<file path="src/sv/csks_pkg.sv">
// ---------------------------------------------------------------------------
// Cosine top-k search: shared types and constants
// Item formats, the kept-entry record, state codes and the control word of
// the square-root and divide unit.
// ---------------------------------------------------------------------------
package csks_pkg;

   localparam int TOP_COUNT  = 30;
   localparam int MAX_DIM    = 1024;
   localparam int ELEM_W     = 16;
   localparam int ADDR_W     = $clog2(MAX_DIM);
   localparam int POS_W      = ADDR_W + 1;
   localparam int CNT_W      = $clog2(TOP_COUNT + 1);
   localparam int SUM_W      = 48;
   localparam int ROOT_W     = SUM_W / 2;
   localparam int LEN_W      = 20;
   localparam int IDX_W      = 16;
   localparam int SCORE_W    = 16;
   localparam int NUM_W      = 64;
   localparam int DEN_W      = 2 * ROOT_W + 1;
   localparam int QUOT_W     = 18;
   localparam int ROOT_STEPS = ROOT_W;
   localparam int DIV_STEPS  = QUOT_W;
   localparam int STEP_W     = 5;
   localparam int SCORE_ONE  = 16384;

   localparam logic [1:0] KIND_QUERY = 2'd0;
   localparam logic [1:0] KIND_CAND  = 2'd1;
   localparam logic [1:0] KIND_EMIT  = 2'd2;

   typedef struct packed {
      logic [1:0]               kind;
      logic [IDX_W-1:0]         candidate_index;
      logic signed [ELEM_W-1:0] element_value;
      logic                     last_element;
   } req_type;

   typedef struct packed {
      logic [IDX_W-1:0]          result_index;
      logic signed [SCORE_W-1:0] score;
      logic [LEN_W-1:0]          candidate_length;
      logic [LEN_W-1:0]          query_length;
      logic                      entry_valid;
      logic                      last_result;
   } rsp_type;

   typedef struct packed {
      logic [IDX_W-1:0]          index;
      logic signed [SCORE_W-1:0] score;
      logic [LEN_W-1:0]          clen;
   } entry_type;

   typedef enum logic [3:0] {
      ST_IDLE,
      ST_ELEM,
      ST_QROOT,
      ST_CROOT,
      ST_SCALE,
      ST_DIV,
      ST_PLACE,
      ST_EROOT,
      ST_EMIT
   } state_type;

   typedef enum logic {
      ARITH_ROOT,
      ARITH_DIV
   } arith_op_type;

   typedef struct packed {
      logic         start;
      arith_op_type op;
   } arith_req_type;

endpackage

</file>
<file path="src/sv/csks_arith.sv">
// ---------------------------------------------------------------------------
// Cosine top-k search: iterative arithmetic unit
// Integer square root (two bits per step) and restoring division (one
// quotient bit per step), sharing one step counter.
// ---------------------------------------------------------------------------
module csks_arith
   import csks_pkg::*;
(
   input  logic              clock,
   input  logic              reset,
   input  arith_req_type     arith_req,
   input  logic [SUM_W-1:0]  radicand,
   input  logic [NUM_W-1:0]  numer,
   input  logic [DEN_W-1:0]  divisor,
   output logic              done,
   output logic [ROOT_W-1:0] root,
   output logic [QUOT_W-1:0] quot,
   output logic              ovf
);

   localparam int DSH_W = DEN_W + QUOT_W - 1;

   logic              run_ff, run_in;
   logic              done_ff, done_in;
   arith_op_type      op_ff;
   logic [STEP_W-1:0] cnt_ff;
   logic [SUM_W-1:0]  x_ff, res_ff, bit_ff;
   logic [NUM_W-1:0]  rem_ff;
   logic [DSH_W-1:0]  dsh_ff;
   logic [QUOT_W-1:0] quot_ff;
   logic              ovf_ff;
   logic [SUM_W:0]    trial;
   logic              root_ge, div_ge;

   assign trial   = {1'b0, res_ff} + {1'b0, bit_ff};
   assign root_ge = {1'b0, x_ff} >= trial;
   assign div_ge  = {{(DSH_W-NUM_W){1'b0}}, rem_ff} >= dsh_ff;

   assign run_in  = arith_req.start ? 1'b1 : (run_ff && cnt_ff != '0);
   assign done_in = run_ff && cnt_ff == '0;

   always_ff @(posedge clock) begin
      if (reset) begin
         run_ff  <= 1'b0;
         done_ff <= 1'b0;
      end else begin
         run_ff  <= run_in;
         done_ff <= done_in;
      end
   end

   always_ff @(posedge clock) begin
      if (arith_req.start) begin
         op_ff   <= arith_req.op;
         x_ff    <= radicand;
         res_ff  <= '0;
         bit_ff  <= SUM_W'(1) << (SUM_W - 2);
         rem_ff  <= numer;
         dsh_ff  <= {divisor, {(QUOT_W-1){1'b0}}};
         quot_ff <= '0;
         ovf_ff  <= {3'b0, numer} >= {divisor, {QUOT_W{1'b0}}};
         cnt_ff  <= (arith_req.op == ARITH_ROOT) ? STEP_W'(ROOT_STEPS - 1)
                                                 : STEP_W'(DIV_STEPS - 1);
      end else if (run_ff) begin
         cnt_ff <= cnt_ff - 1'b1;
         if (op_ff == ARITH_ROOT) begin
            if (root_ge) begin
               x_ff   <= x_ff - trial[SUM_W-1:0];
               res_ff <= (res_ff >> 1) + bit_ff;
            end else begin
               res_ff <= res_ff >> 1;
            end
            bit_ff <= bit_ff >> 2;
         end else begin
            if (div_ge) begin
               rem_ff <= rem_ff - dsh_ff[NUM_W-1:0];
            end
            quot_ff <= {quot_ff[QUOT_W-2:0], div_ge};
            dsh_ff  <= dsh_ff >> 1;
         end
      end
   end

   assign done = done_ff;
   assign root = res_ff[ROOT_W-1:0];
   assign quot = quot_ff;
   assign ovf  = ovf_ff;

endmodule

</file>
<file path="config.mk">
export PLATFORM = sky130hd
export DESIGN_NAME = csks_arith
export DESIGN_NICKNAME = d
export VERILOG_FILES = /design/src/sv/csks_pkg.sv /design/src/sv/csks_arith.sv
export SDC_FILE = /design/constraint.sdc
export NUM_CORES = 1
export LEC_CHECK = 0
export BUFFER_PORTS_ARGS = -buffer_cell sky130_fd_sc_hd__buf_4
export CAP_MARGIN = 25
export CORE_MARGIN = 3
export CORE_UTILIZATION = 65
export DETAILED_ROUTE_END_ITERATION = 10
export PLACE_DENSITY = 0.86
export SETUP_SLACK_MARGIN = 0.4
export SLEW_MARGIN = 40
export SYNTH_ARGS = -nofsm -noshare
export SYNTH_HDL_FRONTEND = slang
export SYNTH_SLANG_ARGS = --single-unit
</file>
<file path="constraint.sdc">
create_clock -name clock -period 15.95 [get_ports clock]
set_clock_uncertainty 0.2 [all_clocks]
set_input_delay 2.3925 -clock clock [delete_from_list [all_inputs] [get_ports clock]]
set_output_delay 2.3925 -clock clock [all_outputs]
set_load 0.02 [all_outputs]
</file>
=== After elaboration in Yosys (flattened, before gate mapping) ===
Index checks and enable logic that the tools add are counted.

* Output and inout bits: 44
* Logic and storage cells: 51
* Input bits: 165
* Bits in registers: 277

* Reductions and logical operators: 13
* Muxes and demuxes: 16
* Bitwise logic cells: 1
* Magnitude comparators: 3
* Add/subtract/negate cells: 5
* Equality and inequality tests: 1

{| class="wikitable"
|+ Operators with widths
! cell !! count
|-
| two-way mux 64 bit || 4
|-
| two-way mux 48 bit || 5
|-
| two-way mux 66 bit || 3
|-
| >= comparator 64 x 67 -> 1 bit || 1
|-
| >= comparator 64 x 66 -> 1 bit || 1
|-
| subtractor 64 bit || 1
|-
| adder 48 x 47 -> 49 bit || 1
|-
| >= comparator 48 x 49 -> 1 bit || 1
|-
| adder 47 x 47 -> 48 bit || 1
|-
| subtractor 48 bit || 1
|-
| two-way mux 5 bit || 2
|-
| nonzero test 2 bit || 4
|-
| AND reduction 2 bit || 3
|-
| AND reduction 3 bit || 2
|-
| logical NOT 5 bit || 1
|-
| nonzero test 5 bit || 1
|-
| subtractor 5 x 1 -> 5 bit (second input constant) || 1
|-
| two-way mux 3 bit || 1
|-
| logical AND 1 bit || 2
|-
| inequality test 2 bit (second input constant) || 1
|-
| two-way mux 1 bit || 1
|-
| NOT 1 bit || 1
|}

=== Longest topological paths before layout ===
Gate-level depths: netlist of run 1.

* Depth in word-level cells: 6
* Depth in mapped cells: 25
* Depth with buffers taken out: 23

=== Least setup slack after synthesis of run 1 ===
No wires, ideal clock.

* Path kind: register -> register
* Start point: register res_ff[2]
* End point: register x_ff[0], enable pin
* Buffers on the path: 3
* Arrival: 7681 ps
* Stages on the path, launching flop included: 21
* Library setup time: 520 ps
* Required time: 15230 ps
* Path slack: 7549 ps
* Period minus slack after synthesis: 8401 ps
* Path through: dfxtp_1 ha_1 a31oi_1 o311ai_1 a221oi_1 o21ai_0 a21o_1 a31o_2 a31oi_1 xor2_1 ha_1 clkbuf_1 nand4_1 or3_1 a21oi_1 o21ai_1 a31oi_1 o21ai_2 buf_4 buf_2 o21ai_0

* Cells in the longest elaborated chain, start to end: 4

{| class="wikitable"
|+ Ends and longest elaborated chain
! element !! line !! source
|-
| start, declared || csks_arith.sv:27 || <nowiki>logic [SUM_W-1:0] x_ff, res_ff, bit_ff;</nowiki>
|-
| start signal, assigned || csks_arith.sv:69 || <nowiki>res_ff <= (res_ff >> 1) + bit_ff;</nowiki>
|-
| start signal, assigned || csks_arith.sv:71 || <nowiki>res_ff <= res_ff >> 1;</nowiki>
|-
| adder 48 x 47 -> 49 bit || csks_arith.sv:35 || <nowiki>assign trial = {1'b0, res_ff} + {1'b0, bit_ff};</nowiki>
|-
| >= comparator 48 x 49 -> 1 bit || csks_arith.sv:36 || <nowiki>assign root_ge = {1'b0, x_ff} >= trial;</nowiki>
|-
| nonzero test 2 bit (no line) || -- ||
|-
| AND reduction 3 bit (no line) || -- ||
|-
| end signal, assigned || csks_arith.sv:55 || <nowiki>x_ff <= radicand;</nowiki>
|-
| end signal, assigned || csks_arith.sv:68 || <nowiki>x_ff <= x_ff - trial[SUM_W-1:0];</nowiki>
|-
| end, declared || csks_arith.sv:27 ||
|}

Every way passes these cells.
A chain may end at the register's enable or synchronous reset.

=== Final worst setup path of run 1 ===
* Start point: register res_ff[2]
* End point: register res_ff[36]

* Cells in the longest elaborated chain, start to end: 3
* Elaborated cells between the ends (all ways): 4
* Those cells by class: add/sub: 2; order compare: 1; mux: 1

{| class="wikitable"
|+ Ends and longest elaborated chain
! element !! line !! source
|-
| adder 48 x 47 -> 49 bit || csks_arith.sv:35 ||
|-
| >= comparator 48 x 49 -> 1 bit || csks_arith.sv:36 ||
|-
| two-way mux 48 bit (*) || csks_arith.sv:67 || <nowiki>if (root_ge) begin</nowiki>
|}

Every way passes the cells marked *; elsewhere a longest branch is shown, timed or not.

==> run metrics, run 1 <==
Reg-to-Reg Start=res_ff[2]; worst hold path endpoint=dsh_ff[0]; slowest stage delay, CP=0.63 ns; Synth Warn #=0; most frequent cells in the layout=nand2_1, a21oi_1, o21ai_0; CTS Sinks=277; Post-CTS Setup Repair Bufs=0; top achievable clock speed=0.157 GHz; internal power=0.00179 W; most frequent cell on the critical path=a31oi_1; Seq. cell area=0.00723 sq mm; syn_nets=3118; # rows=67; most area-consuming cells after synthesis=edfxtp_1, ha_1, dfxtp_1; CTS tree=done; Reg-to-Reg End=res_ff[36]; Synth area leader=edfxtp_1; post_cts resized=0; Critical Path End Type=flop; total routed wirelength=65500 microns; initial antenna violation count=1; Synth Flop Type=edfxtp_1; die height=191 microns; layout cell share with drive strength beyond 1=11.3%; I/O Buffers=208; DRT iter0 DRCs=2107; Slowest cell on crit path=o311ai_1; fill count=2517; max-cap viol count=0; cells after synthesis=2742; Sw Ratio=36.4%; status=completed; leakage power=10.4 nW; Multi-input gate area=0.0138 sq mm; DRC Markers=0; clock share of power=29.0%; clk buf depth=3; r2r worst-path depth=20; die area=0.0365 sq mm; cell breakdown of the critical path=ha_1 -> a31oi_1 -> o311ai_1 -> a221oi_1 -> o21ai_0 -> a21o_1 -> a31o_2 -> a31oi_1 -> xor2_1 -> ha_1 -> a21oi_1 -> nand2_1 -> a221oi_1 -> o22ai_1 -> o21ai_1 -> a31oi_1 -> o21ai_2 -> buf_4 -> nand2_1 -> o221a_2; r2r setup slk=9.59 ns; htree depth=2; Power Density=113 mW/mm^2; peak supply drop=0.114 mV; setup TNS=0 ns; via count of the first global-routing pass=20200; root buffer cell=clkbuf_16; Final period util=39.9%; Top-Level Pins=209; Max FO, Critical Path=45; Initial Utilization=66.2%; HP Class=reg -> reg; sw power=0.00103 W; wire per inst=19.8 microns; global-route wire length before repair=103000 microns; Horiz. Die Dim=191 microns; CP Data Required Time=16.19 ns; hold depth=2; slew margin rel.=39.9%; antenna cells=0; sequential area share after synthesis=32.5%; RSZ-0062 raised after global routing=no; Worst Path Arrival=6.60 ns; global route overflow=0; DP Cell Count=3252; Inserted Clock Buffers=34; #FFs+latches synth=277; gpl congestion=1.00; count of non-filler cells in the finished layout=3312; post-synth top area share=22.7%; setup violators final=0; Area growth, synth to finish=12.1%; Fin. Hold Viols=0; drt first pass iters=6; pin count of the biggest net entering global routing=119; combinational power share=38.6%; fin crit period=6.36 ns; vias per std cell=6.42; Synth cell types=88; clk_lat worst skew=0.55 ns; all-layer global routing usage=34.9%; hpwl dp=47600 microns; Slew Viols, Final=0; CP Launch Type=flop; Post-synth ARST share=0%; core box area=0.0336 sq mm; antenna-violating nets left=0; EDFF count, synth=168; hold path start=dsh_ff[0]; Seq pwr share=32.4%; critical path class=reg -> reg; via count=21200; Post-CTS Hold Fix Bufs=0; Final Net Count=3216; synthesized area=0.0223 sq mm; Post-Syn Area per Cell=8.12 sq um; worst-margin pin slew=0.889 ns; most common cell after layout, fill and taps aside=nand2_1; CTS clk-pin slew, worst paths=0.07 ns
-- per-stage QoR --
step	cell area, sq um	util, %	power (W)	hold WS (ns)	setup slack, ns
3_5_place_dp	23800	70.8	0.00198	0.258	9.73
5_1_grt	25000	74.3	0.00297	0.286	9.18
6_report	25000	74.3	0.00282	0.273	9.59
4_1_cts	25000	74.2	0.00280	0.271	9.71
2_1_floorplan	22300	-	0.00172	0.240	7.55
3_3_place_gp	23800	70.8	0.00196	0.244	9.88
-- layout make-up --
class	count	area share, %
repair buffers	221	6.71
clock inverters	15	0.687
well taps	448	2.25
clock buffers	45	3.95
flip-flops and latches	277	29.0
inverters	156	2.35
multi-input cells	2150	55.1
-- how the worst max path moves through the flow --
| stage | slack [ns] | to | start | depth (start not counted) |
|---|---|---|---|---|
| 6_report | 9.59 | res_ff[36] | res_ff[2] | 20 |
| 5_1_grt | 9.18 | res_ff[36] | res_ff[2] | 20 |
| 4_1_cts | 9.71 | res_ff[36] | res_ff[2] | 20 |
| 3_5_place_dp | 9.73 | res_ff[36] | res_ff[2] | 20 |
| 3_3_place_gp | 9.88 | res_ff[36] | res_ff[2] | 20 |
| 2_1_floorplan | 7.55 | x_ff[0] | res_ff[2] | 20 |
-- registers in the layout (all words and copies together) (netlist names) --
register / flops
op_ff: 1
cnt_ff: 5
quot: 18
ovf: 1
run_ff: 1
done: 1
res_ff: 48
x_ff: 48
dsh_ff: 66
bit_ff: 24
rem_ff: 64
-- worst max-delay path: cells and delay by family (launching register included) --
family / cells / cell delay [ns]
AO/OA/AOI/OAI: 14 / 3.60
XOR/XNOR: 1 / 0.17
adder cells (fa/ha/maj): 2 / 0.78
buffers and inverters: 1 / 0.46
flip-flops: 1 / 0.36
AND/OR/NAND/NOR: 2 / 0.69
-- Yosys cell counts, types with 12 or more instances --
library cell and count:
a211oi_1 23, a21boi_0 14, a21o_1 88, a21oi_1 244
a31oi_1 49, and3_1 14, buf_2 15, buf_4 29
clkbuf_1 105, dfxtp_1 109, edfxtp_1 168, ha_1 209
inv_1 155, nand2_1 443, nand2b_1 26, nand3_1 43
nand4_1 57, nor2_1 163, nor2b_1 29, nor3_1 36
nor4_1 12, o21a_1 14, o21ai_0 244, o21bai_1 28
o31ai_1 58, xnor2_1 93, xor2_1 81
-- power groups by stage --
stage	combinational, W	clock, W	sequential (W)
3_3_place_gp	0.00103	0	0.000924
6_report	0.00109	0.000818	0.000916
4_1_cts	0.00106	0.000821	0.000914
5_1_grt	0.00119	0.000848	0.000923
2_1_floorplan	0.000806	0	0.000911
3_5_place_dp	0.00105	0	0.000928
-- per-layer routing --
layer  vias to the layer above  global-route usage (%)  part of all wire [%]
met5                         -                       0                 0.020
met4                         2                    13.9                   3.9
met3                       183                    4.11                   7.3
met2                      1051                    58.6                    47
met1                      9932                    45.9                    42
li1                      10100                       -                     -
-- cells by family after synthesis --
logic type                 Yosys count  synth area share [%]
muxes                               12                 0.568
adders and majority gates          211                  11.9
xor gates and xnor gates           174                  6.85
buffers and inverters              315                  5.90
AOI/OAI and AO/OA                  881                  24.8
and+or+nand+nor                    872                  17.5
DFF                                277                  32.5
(Power assumes the default switching activity.)
==> inputs of run 2 (changes only) <==
CORE_UTILIZATION = 61   (was 65)
PLACE_DENSITY = 0.82   (was 0.86)
clock period = 6.3 ns   (was 15.95 ns; I/O delays follow)
==> run 2 against run 1 <==
Maximum frequency up 12%. Non-clock buffer count up 10. Setup slack worse by 9.0 ns. Hold slack worse by 0.0082 ns. Critical path depth unchanged. Utilization down 3.9 points. Cell area up 0.75%. First-iteration DRC count down 13%. Count of clock-buffer cells in the layout up 3. Die area up 6.4%. Critical path type unchanged. Critical endpoint is now x_ff[34].
==> run metrics, run 2 (synthesized netlist as in run 1, its figures left out) <==
Slowest cell on crit path=dfxtp_1; I/O Buffers=208; htree depth=2; routing usage on met1=42.8%; pin count of the biggest net entering global routing=231; hpwl dp=47700 microns; cell breakdown of the critical path=ha_1 -> a31oi_2 -> o311ai_2 -> a221oi_1 -> o21ai_0 -> a21o_1 -> a31o_2 -> a31oi_1 -> xor2_1 -> ha_2 -> nand4_1 -> or3_1 -> a21oi_1 -> o21ai_1 -> a31oi_1 -> o21ai_2 -> buf_4 -> buf_4 -> o21ai_4 -> clkbuf_16; Horiz. Die Dim=197 microns; Initial Utilization=62.3%; Max FO, Critical Path=24; worst slack, placed=0.457 ns; initial antenna violation count=3; Slew Viols, Final=0; total power=0.00709 W; final core utilization=70.4%; Final Net Count=3226; Final Worst Setup Slack=0.604 ns; worst-margin pin slew=0.917 ns; DRC Markers=0; via count=20900; total routed wirelength=64500 microns; CP Launch Type=flop; Top-Level Pins=209; slowest stage delay, CP=0.44 ns; most frequent cells in the layout=nand2_1, a21oi_1, o21ai_0; gpl congestion=0.985; critical path class=reg -> reg; global route overflow=0; all-layer global routing usage=32.1%; Area growth, synth to finish=13.0%; leakage power=10.5 nW; largest registers=dsh_ff (66), rem_ff (64); root buffer cell=clkbuf_16; HP Class=reg -> reg; via count of the first global-routing pass=20100; Fin. Hold Viols=0; layout cell share with drive strength beyond 1=11.9%; max FFs per register=66; fin crit period=5.70 ns; met2 usage=53.9%; RSZ-0062 raised after global routing=no; vias per std cell=6.26; CTS clk-pin slew, worst paths=0.06 ns; # rows=69; global-route wire length before repair=102000 microns; slew margin rel.=38.4%; grt peak-use layer=met2; Post-CTS Hold Fix Bufs=0; Worst Path Arrival=5.73 ns; Critical Path End Type=flop; clk buf depth=3; antenna-violating nets left=0; drt first pass iters=5; Inserted Clock Buffers=34; CP Data Required Time=6.34 ns; status=completed; setup TNS=0 ns; Final period util=90.4%; CTS Sinks=277; peak supply drop=0.225 mV; GR Util met3=3.68%; wire per inst=19.3 microns; most common cell after layout, fill and taps aside=nand2_1; DRT iter0 DRCs=1838; die area=0.0388 sq mm; final hold slack=0.264 ns; core box area=0.0357 sq mm; max-cap viol count=0; setup violators final=0; Top reg by flops=dsh_ff; clk_lat worst skew=0.54 ns; CTS tree=done; top achievable clock speed=0.176 GHz; die height=197 microns; Power Density=282 mW/mm^2
[run 2: cell types whose count changed in the layout (fill, tap and decap cells not counted), moves of 2 or more]
cell,change
o21ai_0,-3
clkbuf_8,+4
buf_4,+4
buf_12,+4
diode_2,+3
o21ai_1,+3
buf_16,+2
a21oi_1,-2
a21oi_2,+2
bufinv_16,-2
[run 2: routing by layer]
metal	up-vias	part of all wire [%]
met3	144	7.1
met5	-	0
met2	863	47
li1	10100	-
met4	0	3.8
met1	9804	42
[run 2: area by class of cell]
type                    instances  area [sq um]
fillers                      2898         10600
multi-input cells            2150         13800
diodes                          3          7.51
inverters                     156           586
repair buffers                231          1850
clock buffers                  48           996
clock inverters                11           105
well taps                     461           577
flip-flops and latches        277          7230
[run 2: path summary, 6_finish.rpt]
path	startpoint	end	slack, ns	cells past startpoint
worst max-delay path	res_ff[2]	x_ff[34]	0.60	20
worst min-delay path	dsh_ff[0]	dsh_ff[0]	0.26	2
worst max register to register	res_ff[2]	x_ff[34]	0.60	20
worst min register to register	dsh_ff[0]	dsh_ff[0]	0.26	2
[run 2: worst max-delay path, delay by kind of cell (launching register included)]
kind | cells | cell delay, ns
xor gates and xnor gates | 1 | 0.11
buffers and inverters | 3 | 0.61
AOI/OAI and AO/OA | 12 | 2.76
adders and majority gates | 2 | 0.76
and+or+nand+nor | 2 | 0.54
DFF | 1 | 0.44
[run 2: per-stage QoR]
| step | cell area [sq um] | cells |
|---|---|---|
| global route | 25200 | 3337 |
| CTS | 25000 | 3329 |
| finish | 25200 | 3337 |
| detailed placement | 23900 | 3270 |
| global placement | 23900 | 3270 |
| floorplan | 22300 | 2742 |
[run 2: power by group]
part / switching, W / internal (W)
clock network: 0.000790 / 0.00118
logic: 0.00168 / 0.00112
registers: 0.000120 / 0.00220
total: 0.00259 / 0.00450
[run 2: repair_timing]
item	4_1_cts	5_1_grt
endpoints found under the setup margin	0	93
resized for setup	0	21
buffers inserted	0	2
